[src/rtl/q4k_pkg.sv]
// Q4_K dequantizer package: command word type, stream constants and fp16 helpers.
package q4k_pkg;

   // Super-block layout
   localparam logic [7:0] BLOCK_BYTES   = 8'd144;
   localparam logic [7:0] SCALES_START  = 8'd4;
   localparam logic [7:0] NIBBLES_START = 8'd16;

   // Default NaN as produced for invalid operations
   localparam logic [31:0] DEFAULT_NAN = 32'hFFC0_0000;

   // One dequantization job handed from the front to the back
   typedef struct packed {
      logic [15:0] d;
      logic [15:0] dm;
      logic [5:0]  sc;
      logic [5:0]  mn;
      logic [3:0]  q;
      logic        last;
      logic        blk_end;
   } cmd_type;

   // Significand of an fp16 value, hidden bit included
   function automatic logic [10:0] half_sig(input logic [15:0] h);
      half_sig = (h[14:10] == 5'd0) ? {1'b0, h[9:0]} : {1'b1, h[9:0]};
   endfunction

   // Left shift that places the significand on a 2^-24 grid
   function automatic logic [4:0] half_shift(input logic [15:0] h);
      half_shift = (h[14:10] == 5'd0) ? 5'd0 : h[14:10] - 5'd1;
   endfunction

   function automatic logic half_inf(input logic [15:0] h);
      half_inf = (h[14:10] == 5'h1F) && (h[9:0] == 10'd0);
   endfunction

   function automatic logic half_nan(input logic [15:0] h);
      half_nan = (h[14:10] == 5'h1F) && (h[9:0] != 10'd0);
   endfunction

   // fp16 NaN widened to binary32 and quietened
   function automatic logic [31:0] half_qnan(input logic [15:0] h);
      half_qnan = {h[15], 8'hFF, 1'b1, h[8:0], 13'd0};
   endfunction

endpackage

[src/rtl/q4k_front.sv]
// Q4_K front end: byte position tracking, header capture and job issue.
module q4k_front (
   input  logic               clock,
   input  logic               reset,
   input  logic               req_valid,
   output logic               req_stall,
   input  logic [7:0]         req_data_byte,
   input  logic               queue_full,
   output logic               push,
   output q4k_pkg::cmd_type   cmd
);

   logic [7:0]  pos_ff;
   logic [15:0] d_ff;
   logic [15:0] dm_ff;
   logic [7:0]  scales_ff [12];
   logic [3:0]  pend_ff [32];
   logic        burst_ff;
   logic [4:0]  hcnt_ff;
   logic [1:0]  grp_ff;

   logic        accept;
   logic        nib_byte;
   logic [7:0]  rel;
   logic [7:0]  scl_off;
   logic [7:0]  pos_in;
   logic [2:0]  sub_j;
   logic [3:0]  j4;
   logic [5:0]  sc;
   logic [5:0]  mn;

   assign req_stall = burst_ff | queue_full;
   assign accept    = req_valid & ~req_stall;
   assign nib_byte  = (pos_ff >= q4k_pkg::NIBBLES_START);
   assign rel       = pos_ff - q4k_pkg::NIBBLES_START;
   assign scl_off   = pos_ff - q4k_pkg::SCALES_START;
   assign pos_in    = (pos_ff == q4k_pkg::BLOCK_BYTES - 8'd1) ? 8'd0 : pos_ff + 8'd1;

   // sub-block: low nibbles of group g are 2g, the high-nibble run is 2g+1
   assign sub_j = burst_ff ? {grp_ff, 1'b1} : {rel[6:5], 1'b0};
   assign j4    = {1'b0, sub_j};

   // unpack the 6-bit scale and min
   always_comb begin
      if (sub_j[2] == 1'b0) begin
         sc = scales_ff[j4][5:0];
         mn = scales_ff[j4 + 4'd4][5:0];
      end else begin
         sc = {scales_ff[j4 - 4'd4][7:6], scales_ff[j4 + 4'd4][3:0]};
         mn = {scales_ff[j4][7:6], scales_ff[j4 + 4'd4][7:4]};
      end
   end

   // job word
   always_comb begin
      cmd.d       = d_ff;
      cmd.dm      = dm_ff;
      cmd.sc      = sc;
      cmd.mn      = mn;
      if (burst_ff) begin
         cmd.q       = pend_ff[hcnt_ff];
         cmd.last    = (hcnt_ff == 5'd31);
         cmd.blk_end = (hcnt_ff == 5'd31) && (grp_ff == 2'd3);
      end else begin
         cmd.q       = req_data_byte[3:0];
         cmd.last    = (rel[4:0] != 5'd31);
         cmd.blk_end = 1'b0;
      end
      push = burst_ff ? ~queue_full : (accept & nib_byte);
   end

   // position, header stores and high-nibble run control
   always_ff @(posedge clock) begin
      if (reset) begin
         pos_ff   <= 8'd0;
         d_ff     <= 16'd0;
         dm_ff    <= 16'd0;
         burst_ff <= 1'b0;
         hcnt_ff  <= 5'd0;
         grp_ff   <= 2'd0;
      end else begin
         if (accept) begin
            pos_ff <= pos_in;
            if (pos_ff == 8'd0) d_ff[7:0]   <= req_data_byte;
            if (pos_ff == 8'd1) d_ff[15:8]  <= req_data_byte;
            if (pos_ff == 8'd2) dm_ff[7:0]  <= req_data_byte;
            if (pos_ff == 8'd3) dm_ff[15:8] <= req_data_byte;
            if (nib_byte && rel[4:0] == 5'd31) begin
               burst_ff <= 1'b1;
               grp_ff   <= rel[6:5];
               hcnt_ff  <= 5'd0;
            end
         end else if (burst_ff && !queue_full) begin
            hcnt_ff <= hcnt_ff + 5'd1;
            if (hcnt_ff == 5'd31) burst_ff <= 1'b0;
         end
      end
   end

   // payload stores, no reset
   always_ff @(posedge clock) begin
      if (accept) begin
         if (nib_byte) pend_ff[rel[4:0]] <= req_data_byte[7:4];
         else if (pos_ff >= q4k_pkg::SCALES_START) scales_ff[scl_off[3:0]] <= req_data_byte;
      end
   end

endmodule

[src/rtl/q4k_fifo.sv]
// Q4_K job queue between front and back, four entries.
module q4k_fifo (
   input  logic               clock,
   input  logic               reset,
   input  logic               push,
   input  q4k_pkg::cmd_type   push_cmd,
   output logic               full,
   input  logic               pop,
   output logic               not_empty,
   output q4k_pkg::cmd_type   pop_cmd
);

   q4k_pkg::cmd_type mem_ff [4];
   logic [1:0] wptr_ff;
   logic [1:0] rptr_ff;
   logic [2:0] count_ff;

   assign full      = (count_ff == 3'd4);
   assign not_empty = (count_ff != 3'd0);
   assign pop_cmd   = mem_ff[rptr_ff];

   // pointers and fill level
   always_ff @(posedge clock) begin
      if (reset) begin
         wptr_ff  <= 2'd0;
         rptr_ff  <= 2'd0;
         count_ff <= 3'd0;
      end else begin
         if (push) wptr_ff <= wptr_ff + 2'd1;
         if (pop)  rptr_ff <= rptr_ff + 2'd1;
         count_ff <= count_ff + {2'd0, push} - {2'd0, pop};
      end
   end

   always_ff @(posedge clock) begin
      if (push) mem_ff[wptr_ff] <= push_cmd;
   end

endmodule

[src/rtl/q4k_back.sv]
// Q4_K back end: exact fixed-point products, subtract and binary32 rounding.
module q4k_back (
   input  logic               clock,
   input  logic               reset,
   input  logic               in_valid,
   input  q4k_pkg::cmd_type   in_cmd,
   output logic               pop,
   output logic               rsp_valid,
   input  logic               rsp_stall,
   output logic [31:0]        rsp_value,
   output logic               rsp_last_in_run,
   output logic               rsp_block_end
);

   logic en;
   logic v1_ff, v2_ff, v3_ff, v4_ff, out_v_ff;

   // stage 1
   logic [16:0] pd1_ff, pm1_ff;
   logic [4:0]  shd1_ff, shm1_ff;
   logic [3:0]  q1_ff;
   logic        sx1_ff, sy1_ff, spec1_ff, last1_ff, end1_ff;
   logic [31:0] sbits1_ff;
   // stage 2
   logic [49:0] a2_ff, b2_ff;
   logic        sx2_ff, sy2_ff, spec2_ff, last2_ff, end2_ff;
   logic [31:0] sbits2_ff;
   // stage 3
   logic [50:0] mag3_ff;
   logic        sg3_ff, spec3_ff, last3_ff, end3_ff;
   logic [31:0] sbits3_ff;
   // stage 4
   logic [50:0] mag4_ff;
   logic [5:0]  lead4_ff;
   logic        zero4_ff, sg4_ff, spec4_ff, last4_ff, end4_ff;
   logic [31:0] sbits4_ff;
   // output word
   logic [31:0] value_ff;
   logic        last_ff, end_ff;

   logic        t3_nan, t3_inf, t2_nan, t2_inf, spec_in;
   logic [31:0] t3_bits, t2_bits, sbits_in;
   logic [20:0] pq;
   logic [50:0] mag_in;
   logic        sg_in;
   logic [5:0]  lead_in;
   logic [50:0] norm;
   logic        round_up;
   logic [30:0] body;
   logic [31:0] value_in;

   assign en  = ~out_v_ff | ~rsp_stall;
   assign pop = en & in_valid;

   // special operands: t3 = d*sc*q, t2 = dmin*m
   always_comb begin
      t3_nan  = 1'b0;
      t3_inf  = 1'b0;
      t3_bits = q4k_pkg::DEFAULT_NAN;
      if (q4k_pkg::half_nan(in_cmd.d)) begin
         t3_nan  = 1'b1;
         t3_bits = q4k_pkg::half_qnan(in_cmd.d);
      end else if (q4k_pkg::half_inf(in_cmd.d)) begin
         if (in_cmd.sc == 6'd0 || in_cmd.q == 4'd0) begin
            t3_nan = 1'b1;
         end else begin
            t3_inf  = 1'b1;
            t3_bits = {in_cmd.d[15], 8'hFF, 23'd0};
         end
      end
      t2_nan  = 1'b0;
      t2_inf  = 1'b0;
      t2_bits = q4k_pkg::DEFAULT_NAN;
      if (q4k_pkg::half_nan(in_cmd.dm)) begin
         t2_nan  = 1'b1;
         t2_bits = q4k_pkg::half_qnan(in_cmd.dm);
      end else if (q4k_pkg::half_inf(in_cmd.dm)) begin
         if (in_cmd.mn == 6'd0) begin
            t2_nan = 1'b1;
         end else begin
            t2_inf  = 1'b1;
            t2_bits = {in_cmd.dm[15], 8'hFF, 23'd0};
         end
      end
      // resolve t3 - t2
      spec_in  = 1'b1;
      sbits_in = q4k_pkg::DEFAULT_NAN;
      if (t3_nan)                        sbits_in = t3_bits;
      else if (t2_nan)                   sbits_in = t2_bits;
      else if (t3_inf && t2_inf)         sbits_in = (t3_bits[31] == t2_bits[31]) ?
                                                    q4k_pkg::DEFAULT_NAN : t3_bits;
      else if (t3_inf)                   sbits_in = t3_bits;
      else if (t2_inf)                   sbits_in = {~t2_bits[31], t2_bits[30:0]};
      else                               spec_in  = 1'b0;
   end

   // exact difference of the two signed magnitudes
   always_comb begin
      if (sx2_ff == sy2_ff) begin
         mag_in = {1'b0, a2_ff} + {1'b0, b2_ff};
         sg_in  = sx2_ff;
      end else if (a2_ff >= b2_ff) begin
         mag_in = {1'b0, a2_ff - b2_ff};
         sg_in  = sx2_ff;
      end else begin
         mag_in = {1'b0, b2_ff - a2_ff};
         sg_in  = sy2_ff;
      end
      if (mag_in == 51'd0 && sx2_ff != sy2_ff) sg_in = 1'b0;
   end

   // leading one position
   always_comb begin
      lead_in = 6'd0;
      for (int i = 0; i < 51; i++) begin
         if (mag3_ff[i]) lead_in = 6'(i);
      end
   end

   assign pq = pd1_ff * q1_ff;

   // normalise and round to nearest even
   always_comb begin
      norm     = mag4_ff << (6'd50 - lead4_ff);
      round_up = norm[26] & ((|norm[25:0]) | norm[27]);
      body     = {8'(lead4_ff) + 8'd103, norm[49:27]} + {30'd0, round_up};
      if (spec4_ff)      value_in = sbits4_ff;
      else if (zero4_ff) value_in = {sg4_ff, 31'd0};
      else               value_in = {sg4_ff, body};
   end

   // valid chain
   always_ff @(posedge clock) begin
      if (reset) begin
         v1_ff    <= 1'b0;
         v2_ff    <= 1'b0;
         v3_ff    <= 1'b0;
         v4_ff    <= 1'b0;
         out_v_ff <= 1'b0;
      end else if (en) begin
         v1_ff    <= in_valid;
         v2_ff    <= v1_ff;
         v3_ff    <= v2_ff;
         v4_ff    <= v3_ff;
         out_v_ff <= v4_ff;
      end
   end

   // datapath stages
   always_ff @(posedge clock) begin
      if (en) begin
         pd1_ff    <= q4k_pkg::half_sig(in_cmd.d) * in_cmd.sc;
         pm1_ff    <= q4k_pkg::half_sig(in_cmd.dm) * in_cmd.mn;
         shd1_ff   <= q4k_pkg::half_shift(in_cmd.d);
         shm1_ff   <= q4k_pkg::half_shift(in_cmd.dm);
         q1_ff     <= in_cmd.q;
         sx1_ff    <= in_cmd.d[15];
         sy1_ff    <= ~in_cmd.dm[15];
         spec1_ff  <= spec_in;
         sbits1_ff <= sbits_in;
         last1_ff  <= in_cmd.last;
         end1_ff   <= in_cmd.blk_end;

         a2_ff     <= {29'd0, pq} << shd1_ff;
         b2_ff     <= {33'd0, pm1_ff} << shm1_ff;
         sx2_ff    <= sx1_ff;
         sy2_ff    <= sy1_ff;
         spec2_ff  <= spec1_ff;
         sbits2_ff <= sbits1_ff;
         last2_ff  <= last1_ff;
         end2_ff   <= end1_ff;

         mag3_ff   <= mag_in;
         sg3_ff    <= sg_in;
         spec3_ff  <= spec2_ff;
         sbits3_ff <= sbits2_ff;
         last3_ff  <= last2_ff;
         end3_ff   <= end2_ff;

         mag4_ff   <= mag3_ff;
         lead4_ff  <= lead_in;
         zero4_ff  <= (mag3_ff == 51'd0);
         sg4_ff    <= sg3_ff;
         spec4_ff  <= spec3_ff;
         sbits4_ff <= sbits3_ff;
         last4_ff  <= last3_ff;
         end4_ff   <= end3_ff;

         value_ff  <= value_in;
         last_ff   <= last4_ff;
         end_ff    <= end4_ff;
      end
   end

   assign rsp_valid       = out_v_ff;
   assign rsp_value       = value_ff;
   assign rsp_last_in_run = last_ff;
   assign rsp_block_end   = end_ff;

endmodule

[src/rtl/q4k_block_dequantizer.sv]
// Q4_K block dequantizer top level: front end, job queue and arithmetic back end.
//
//   channel | ports              | direction | word
//   req     | req_valid/_stall   | in        | one raw super-block byte
//   rsp     | rsp_valid/_stall   | out       | binary32 value, run and block flags
//
// Header bytes (16 per super-block) give no word.
// A nibble byte gives one word; after the 32nd byte of a group the input
// is held while the 32 kept high nibbles are issued.
// Queue entry, four back-end stages and the output register lie between
// an accepted byte and its word.
// Synchronous reset clears position, queue and pipeline valids.
// A stalled word freezes the whole back end; a full queue stalls the input.
module q4k_block_dequantizer (
   input  logic        clock,
   input  logic        reset,
   input  logic        req_valid,
   output logic        req_stall,
   input  logic [7:0]  req_data_byte,
   output logic        rsp_valid,
   input  logic        rsp_stall,
   output logic [31:0] rsp_value,
   output logic        rsp_last_in_run,
   output logic        rsp_block_end
);

   q4k_pkg::cmd_type push_cmd;
   q4k_pkg::cmd_type pop_cmd;
   logic push, full, pop, not_empty;

   q4k_front u_front (
      .clock         (clock),
      .reset         (reset),
      .req_valid     (req_valid),
      .req_stall     (req_stall),
      .req_data_byte (req_data_byte),
      .queue_full    (full),
      .push          (push),
      .cmd           (push_cmd)
   );

   q4k_fifo u_fifo (
      .clock     (clock),
      .reset     (reset),
      .push      (push),
      .push_cmd  (push_cmd),
      .full      (full),
      .pop       (pop),
      .not_empty (not_empty),
      .pop_cmd   (pop_cmd)
   );

   q4k_back u_back (
      .clock           (clock),
      .reset           (reset),
      .in_valid        (not_empty),
      .in_cmd          (pop_cmd),
      .pop             (pop),
      .rsp_valid       (rsp_valid),
      .rsp_stall       (rsp_stall),
      .rsp_value       (rsp_value),
      .rsp_last_in_run (rsp_last_in_run),
      .rsp_block_end   (rsp_block_end)
   );

endmodule

[config.mk]
export PLATFORM = sky130hd
export DESIGN_NAME = q4k_block_dequantizer
export DESIGN_NICKNAME = d
export VERILOG_FILES = /design/src/rtl/q4k_pkg.sv /design/src/rtl/q4k_front.sv /design/src/rtl/q4k_fifo.sv /design/src/rtl/q4k_back.sv /design/src/rtl/q4k_block_dequantizer.sv
export SDC_FILE = /design/constraint.sdc
export NUM_CORES = 2
export LEC_CHECK = 0
export BUFFER_PORTS_ARGS = -buffer_cell sky130_fd_sc_hd__clkbuf_2
export CELL_PAD_IN_SITES_DETAIL_PLACEMENT = 1
export CELL_PAD_IN_SITES_GLOBAL_PLACEMENT = 1
export CORE_MARGIN = 4
export CORE_UTILIZATION = 34
export DETAILED_ROUTE_END_ITERATION = 6
export GPL_ROUTABILITY_DRIVEN = 0
export GPL_TIMING_DRIVEN = 0
export MAX_ROUTING_LAYER = met4
export PLACE_DENSITY_LB_ADDON = 0.15
export SETUP_SLACK_MARGIN = 0.4
export SLEW_MARGIN = 40
export SYNTH_ARGS = -nofsm -noshare
export SYNTH_HDL_FRONTEND = slang
export SYNTH_SLANG_ARGS = --single-unit
[constraint.sdc]
create_clock -name clock -period 18.37 [get_ports clock]
set_input_delay 1.837 -clock clock [delete_from_list [all_inputs] [get_ports clock]]
set_output_delay 1.837 -clock clock [all_outputs]
set_load 0.03 [all_outputs]
Word-level counts from Yosys, hierarchy flattened:

Memories as Yosys holds them, arrays and structs flattened. A register that Yosys moved wholly into a read port is not among the register bits.
Index checks and enable logic that the tools add are counted.
W data, S select, Z words.

* $mul: 3
* order comparisons: 3
* equal/unequal tests: 15
* reduce and logical (&&, ||, !) cells: 37
* bitwise gates (word level): 13
* muxes and demuxes: 108
* add/subtract/negate cells: 18
* shifts and indexed selects: 3

Operator list (count)
* $mux W32: 13
* $mux W5: 37
* $logic_not A51 Y1: 2
* $sub A50 B50 Y50: 2
* $add A50 B50 Y51: 1
* $mux W51: 1
* $shl A51 B6 Y50: 1
* $ge A50 B50 Y1: 1
* $mux W50: 1
* $shl A17 B5 Y50: 1
* $shl A21 B5 Y50: 1
* $mul A11 B6 Y17: 2
* $mux W4: 8
* $add A31 B1 Y31: 1
* $mux W31: 1
* $mux W1: 30
* $reduce_or A26 Y1: 1
* $mux W11: 2
* $mul A17 B4 Y21: 1
* $eq A5 B5 Y1 const B: 4
* $logic_not A10 Y1: 2
* $reduce_bool A10 Y1: 2
* $reduce_or A19 Y1: 1
* $mux W6: 3
* other kinds (42): 81

* register bits: 497
* memories kept: 3
* output and inout bits: 36
* bits in writable memories: 424
* input port bits: 12
* word-level logic and storage cells: 257

Memories
* u_fifo.mem_ff: words 4, bits a word 50, rd ports 1, clocked after Yosys merged registers in 1, write ports 1, RTL line q4k_fifo.sv:13 `q4k_pkg::cmd_type mem_ff [4];`
* u_front.pend_ff: words 32, bits a word 4, rd ports 1, clocked after Yosys merged registers in 1, write ports 1, RTL line q4k_front.sv:17 `logic [3:0] pend_ff [32];`
* u_front.scales_ff: words 12, bits a word 8, rd ports 3, clocked after Yosys merged registers in 0, write ports 1, RTL line q4k_front.sv:16 `logic [7:0] scales_ff [12];`

Longest topological paths before layout:

* depth after elaboration: 49
* depth in mapped cells: 27
* depth with buffers taken out: 22

By module:

Synthesis repeated with hierarchy kept, for this count alone.

* cells, all modules: 4677
* area total of the unflattened synthesis: 52007.4 sq um

By module, submodules not included
* q4k_back: sequential area each 10610.2 sq um, times used 1, area an instance 33188.1 sq um, cells each 3642
* q4k_front: sequential area each 7787.5 sq um, times used 1, area an instance 11106.9 sq um, cells each 731
* q4k_fifo: sequential area each 6185.9 sq um, times used 1, area an instance 7712.4 sq um, cells each 304

Worst setup path before layout:

No wires, ideal clock.

* kind: input -> register
* from: input port rsp_stall
* to: register u_fifo.count_ff[2]
* slack: 7004 ps
* stages on the path: 10
* arrival time: 11238 ps
* required time: 18242 ps
* cells stage by stage: nand2_1 o31a_1 ha_1 inv_1 ha_1 inv_1 fa_1 xor2_1 xnor2_1 nor2_1

* cells in the longest elaborated chain, start to end: 4

RTL lines
* start: declaration: RTL line q4k_block_dequantizer.sv:21 `input logic rsp_stall,`
* $not A1 Y1: RTL line q4k_back.sv:52 `assign en = ~out_v_ff | ~rsp_stall;`
* $or A1 B1 Y1: RTL line q4k_back.sv:52
* $and A1 B1 Y1: RTL line q4k_back.sv:53 `assign pop = en & in_valid;`
* named net pop: RTL line q4k_block_dequantizer.sv:29 `logic push, full, pop, not_empty;`
* $sub A3 B1 Y3: RTL line q4k_fifo.sv:31 `count_ff <= count_ff + {2'd0, push} - {2'd0, pop};`
* end signal: assignment: RTL line q4k_fifo.sv:31
* end: declaration: RTL line q4k_fifo.sv:16 `logic [2:0] count_ff;`

The timed path passes the listed nets, and every way through them passes these cells.
A chain may end at the register's enable or synchronous reset.

==> summary.md <==
| Metric | Value |
|---|---|
| Fillers | approximately 16000 |
| Final-report setup violation count | 0 |
| WP data arrival | 8370 ps |
| CP top delay family | buffers and inverters |
| Ys async rst share | 0% |
| YS warnings | 0 |
| Wire per inst | 24.8 µm |
| Width of the die | 394 µm |
| Initial antenna violation count | 1 |
| Top FF cell, synth | edfxtp_1 |
| Total Wirelength | between 150 and 200 mm |
| Period utilization | 43.2% |
| DRT Pass-1 Iters | 6 |
| Rel. slew slack | 37.5% |
| Max-capacitance violation count | 0 |
| Hold Crit Class | flop to flop |
| CTS tree | built |
| Full die area | between 150000 and 200000 µm² |
| # Post-CTS Setup Buffers | 0 |
| Non-filler cells, final | 6530 |
| Post-layout util | 38.6% |
| Req. time, crit path | between 15000 and 20000 ps |
| Max Slew Vio Count | 0 |
| # DRC | 0 |
| Num CTS Buffers | 97 |
| Crit end category | flop |
| Vias in the first global route | 37292 |
| Root buf cell | clkbuf_16 |
| Register area | 24600 µm² |
| Buf+Inv Stages, Crit Path | 7 |
| Initial Util | 34.2% |
| WS Path Type | flop to flop |
| Footprint of the multi-input gates | 24000 µm² |
| H-tree depth | 3 |
| F_max | between 0.1 and 0.15 GHz |
| # diodes | 0 |
| Setup Skew | about 96 ps |
| Via-to-Cell Ratio | around 5.4 |
| Distinct cells, synth | 103 |
| Core Box Area | 148000 µm² |
| Seq/Total Area, Yosys | 48.7% |
| Final hold slack | 389 ps |
| Reg clk slew, reported paths | roughly 60 ps |
| Layout net count | 4885 |
| Total GRT Usage | 21.2% |
| Post-Syn Nets | 4724 |
| CP startpoint kind | flop |
| Via count | 35378 |
| Fraction of layout cells with a size suffix above 1 | 12.4% |
| Detailed Place HPWL | 125 mm |
| First-pass GRT wire length | 244 mm |
| PostCTS Resize Cnt | 0 |
| Clock tree sinks | 841 |
| Post-synth EDFFs | 774 |
| FF+latch count, synth | 841 |
| CP peak stage delay | 690 ps |
| Synthesized area | 50500 µm² |
| Post-route ant nets | 0 |
| RSZ-0062 raised after global routing | no |
| Area Growth Syn to Fin | 12.7% |
| Die Y | 394 µm |
| Placed Cells | about 6400 |
| Post-Syn Instances | 4359 |
| Overflow after GRT | 0 |
| IO Pins | between 40 and 50 |
| Syn Area/Cell | 11.6 µm² |
| Minimum clock period | 7940 ps |
| CP dominant cell by count | a21oi_1 |
| # port buffers | 47 |
| CP max FO | 10 |
| Slowest CP cell | buf_1 |
| Pin count of the biggest net entering global routing | 49 |
| Rows | 141 |
| Setup TNS | 0 ps |
| Worst slew pin tran | 933 ps |
| Fin. Hold Viols | 0 |
| Hold-fix buffers, CTS | 0 |
| Clk Latency, worst-skew pair | 740 ps |
| Starting DRT DRC Count | 2064 |
| Run status | finished clean |
| CTS Buffer Depth | 3 |
## layer usage
metal	GRT usage (%)	wire length, µm	up-vias
li1	-	-	16406
met1	26.5	70600	18141
met2	37.0	82500	640
met3	2.33	4860	191
met4	4.79	3650	0
met5	-	0	-
## cell usage after synthesis, types with 52 or more instances
master	n	area [µm²]
edfxtp_1	774	23200
nor2_1	397	1490
nand2_1	383	1440
inv_1	318	1190
a21oi_1	282	1410
ha_1	245	3070
o21ai_0	181	906
mux4_2	166	3740
mux2i_1	156	1560
clkbuf_1	120	450
fa_1	108	2160
xnor2_1	97	850
and2_1	72	450
dfxtp_1	67	1340
nor3_1	63	315
nand3_1	55	275
mux2_2	52	586
## cell families (layout without fill, tap and decap cells)
family / after synthesis / after routing / share of synthesized area [%]
AND/OR/NAND/NOR: 1224 / 1224 / 11.3
AO/OA/AOI/OAI: 913 / 913 / 11.6
flip-flops: 841 / 841 / 48.7
buffers and inverters: 523 / 764 / 4.14
multiplexers: 374 / 374 / 11.6
adder cells (fa/ha/maj): 353 / 353 / 10.3
XOR/XNOR: 131 / 131 / 2.30
## through the flow
step | worst slack (ps) | cell area (µm²)
3_3_place_gp | 3450 | 53200
2_1_floorplan | 7000 | 50500
4_1_cts | 10310 | 56900
6_report | 10430 | 56900
3_5_place_dp | 10360 | 53600
5_1_grt | 9870 | 56900
## flip-flops by register name, summed over array words and instances (netlist names), 32 cells and up, named ones only
name,cells
u_back.mag3_ff,51
u_back.rsp_value,32
u_back.a2_ff,50
u_front.scales_ff,96
u_back.b2_ff,48
u_back.mag4_ff,50
u_front.pend_ff,128
u_fifo.mem_ff,200
## area by class of cell
type	instances	area share (%)
tap	1930	4.24
multi-input combinational	2995	42.1
timing repair buffer	62	0.919
clock inverter	52	1.20
clock buffer	127	4.67
inverter	325	2.14
buffer	198	1.55
sequential	841	43.2
## layout by cell type (no fill, tap or decap), types with 15 or more instances in the layout
cell and count:
o21a_1 23, o22ai_1 38, nand3_1 55, a22o_1 17
a21oi_1 282, o211ai_1 24, inv_1 318, mux4_2 166
o21bai_1 48, nand2b_1 30, a21o_1 40, mux2_2 52
and2_1 68, buf_2 51, nor3_1 61, fa_1 108
nand2_1 382, nand4_1 33, nor2_1 387, clkbuf_16 97
dfxtp_1 67, clkbuf_1 133, mux2i_1 155, edfxtp_1 774
or3_1 21, xor2_1 30, a31oi_1 31, o31ai_1 33
clkbuf_2 49, buf_1 15, ha_1 245, o21ai_0 180
nor4_1 33, nor2b_1 47, xnor2_1 97, a211oi_1 48
## path summary, 6_finish.rpt
kind | start | cells after the start | slack [ps] | end
max | flop | 25 | 10430 | u_back.pm1_ff[16]$_DFFE_PP_
min | u_back.sbits3_ff[17]$_DFFE_PP_ | 0 | 390 | u_back.sbits4_ff[17]$_DFFE_PP_
max reg2reg | flop | 25 | 10430 | u_back.pm1_ff[16]$_DFFE_PP_
min reg2reg | u_back.sbits3_ff[17]$_DFFE_PP_ | 0 | 390 | u_back.sbits4_ff[17]$_DFFE_PP_
Power is left out: the tool's default activity adds up to more than one toggle a clock period on the data nets, which glitch-free logic cannot reach.
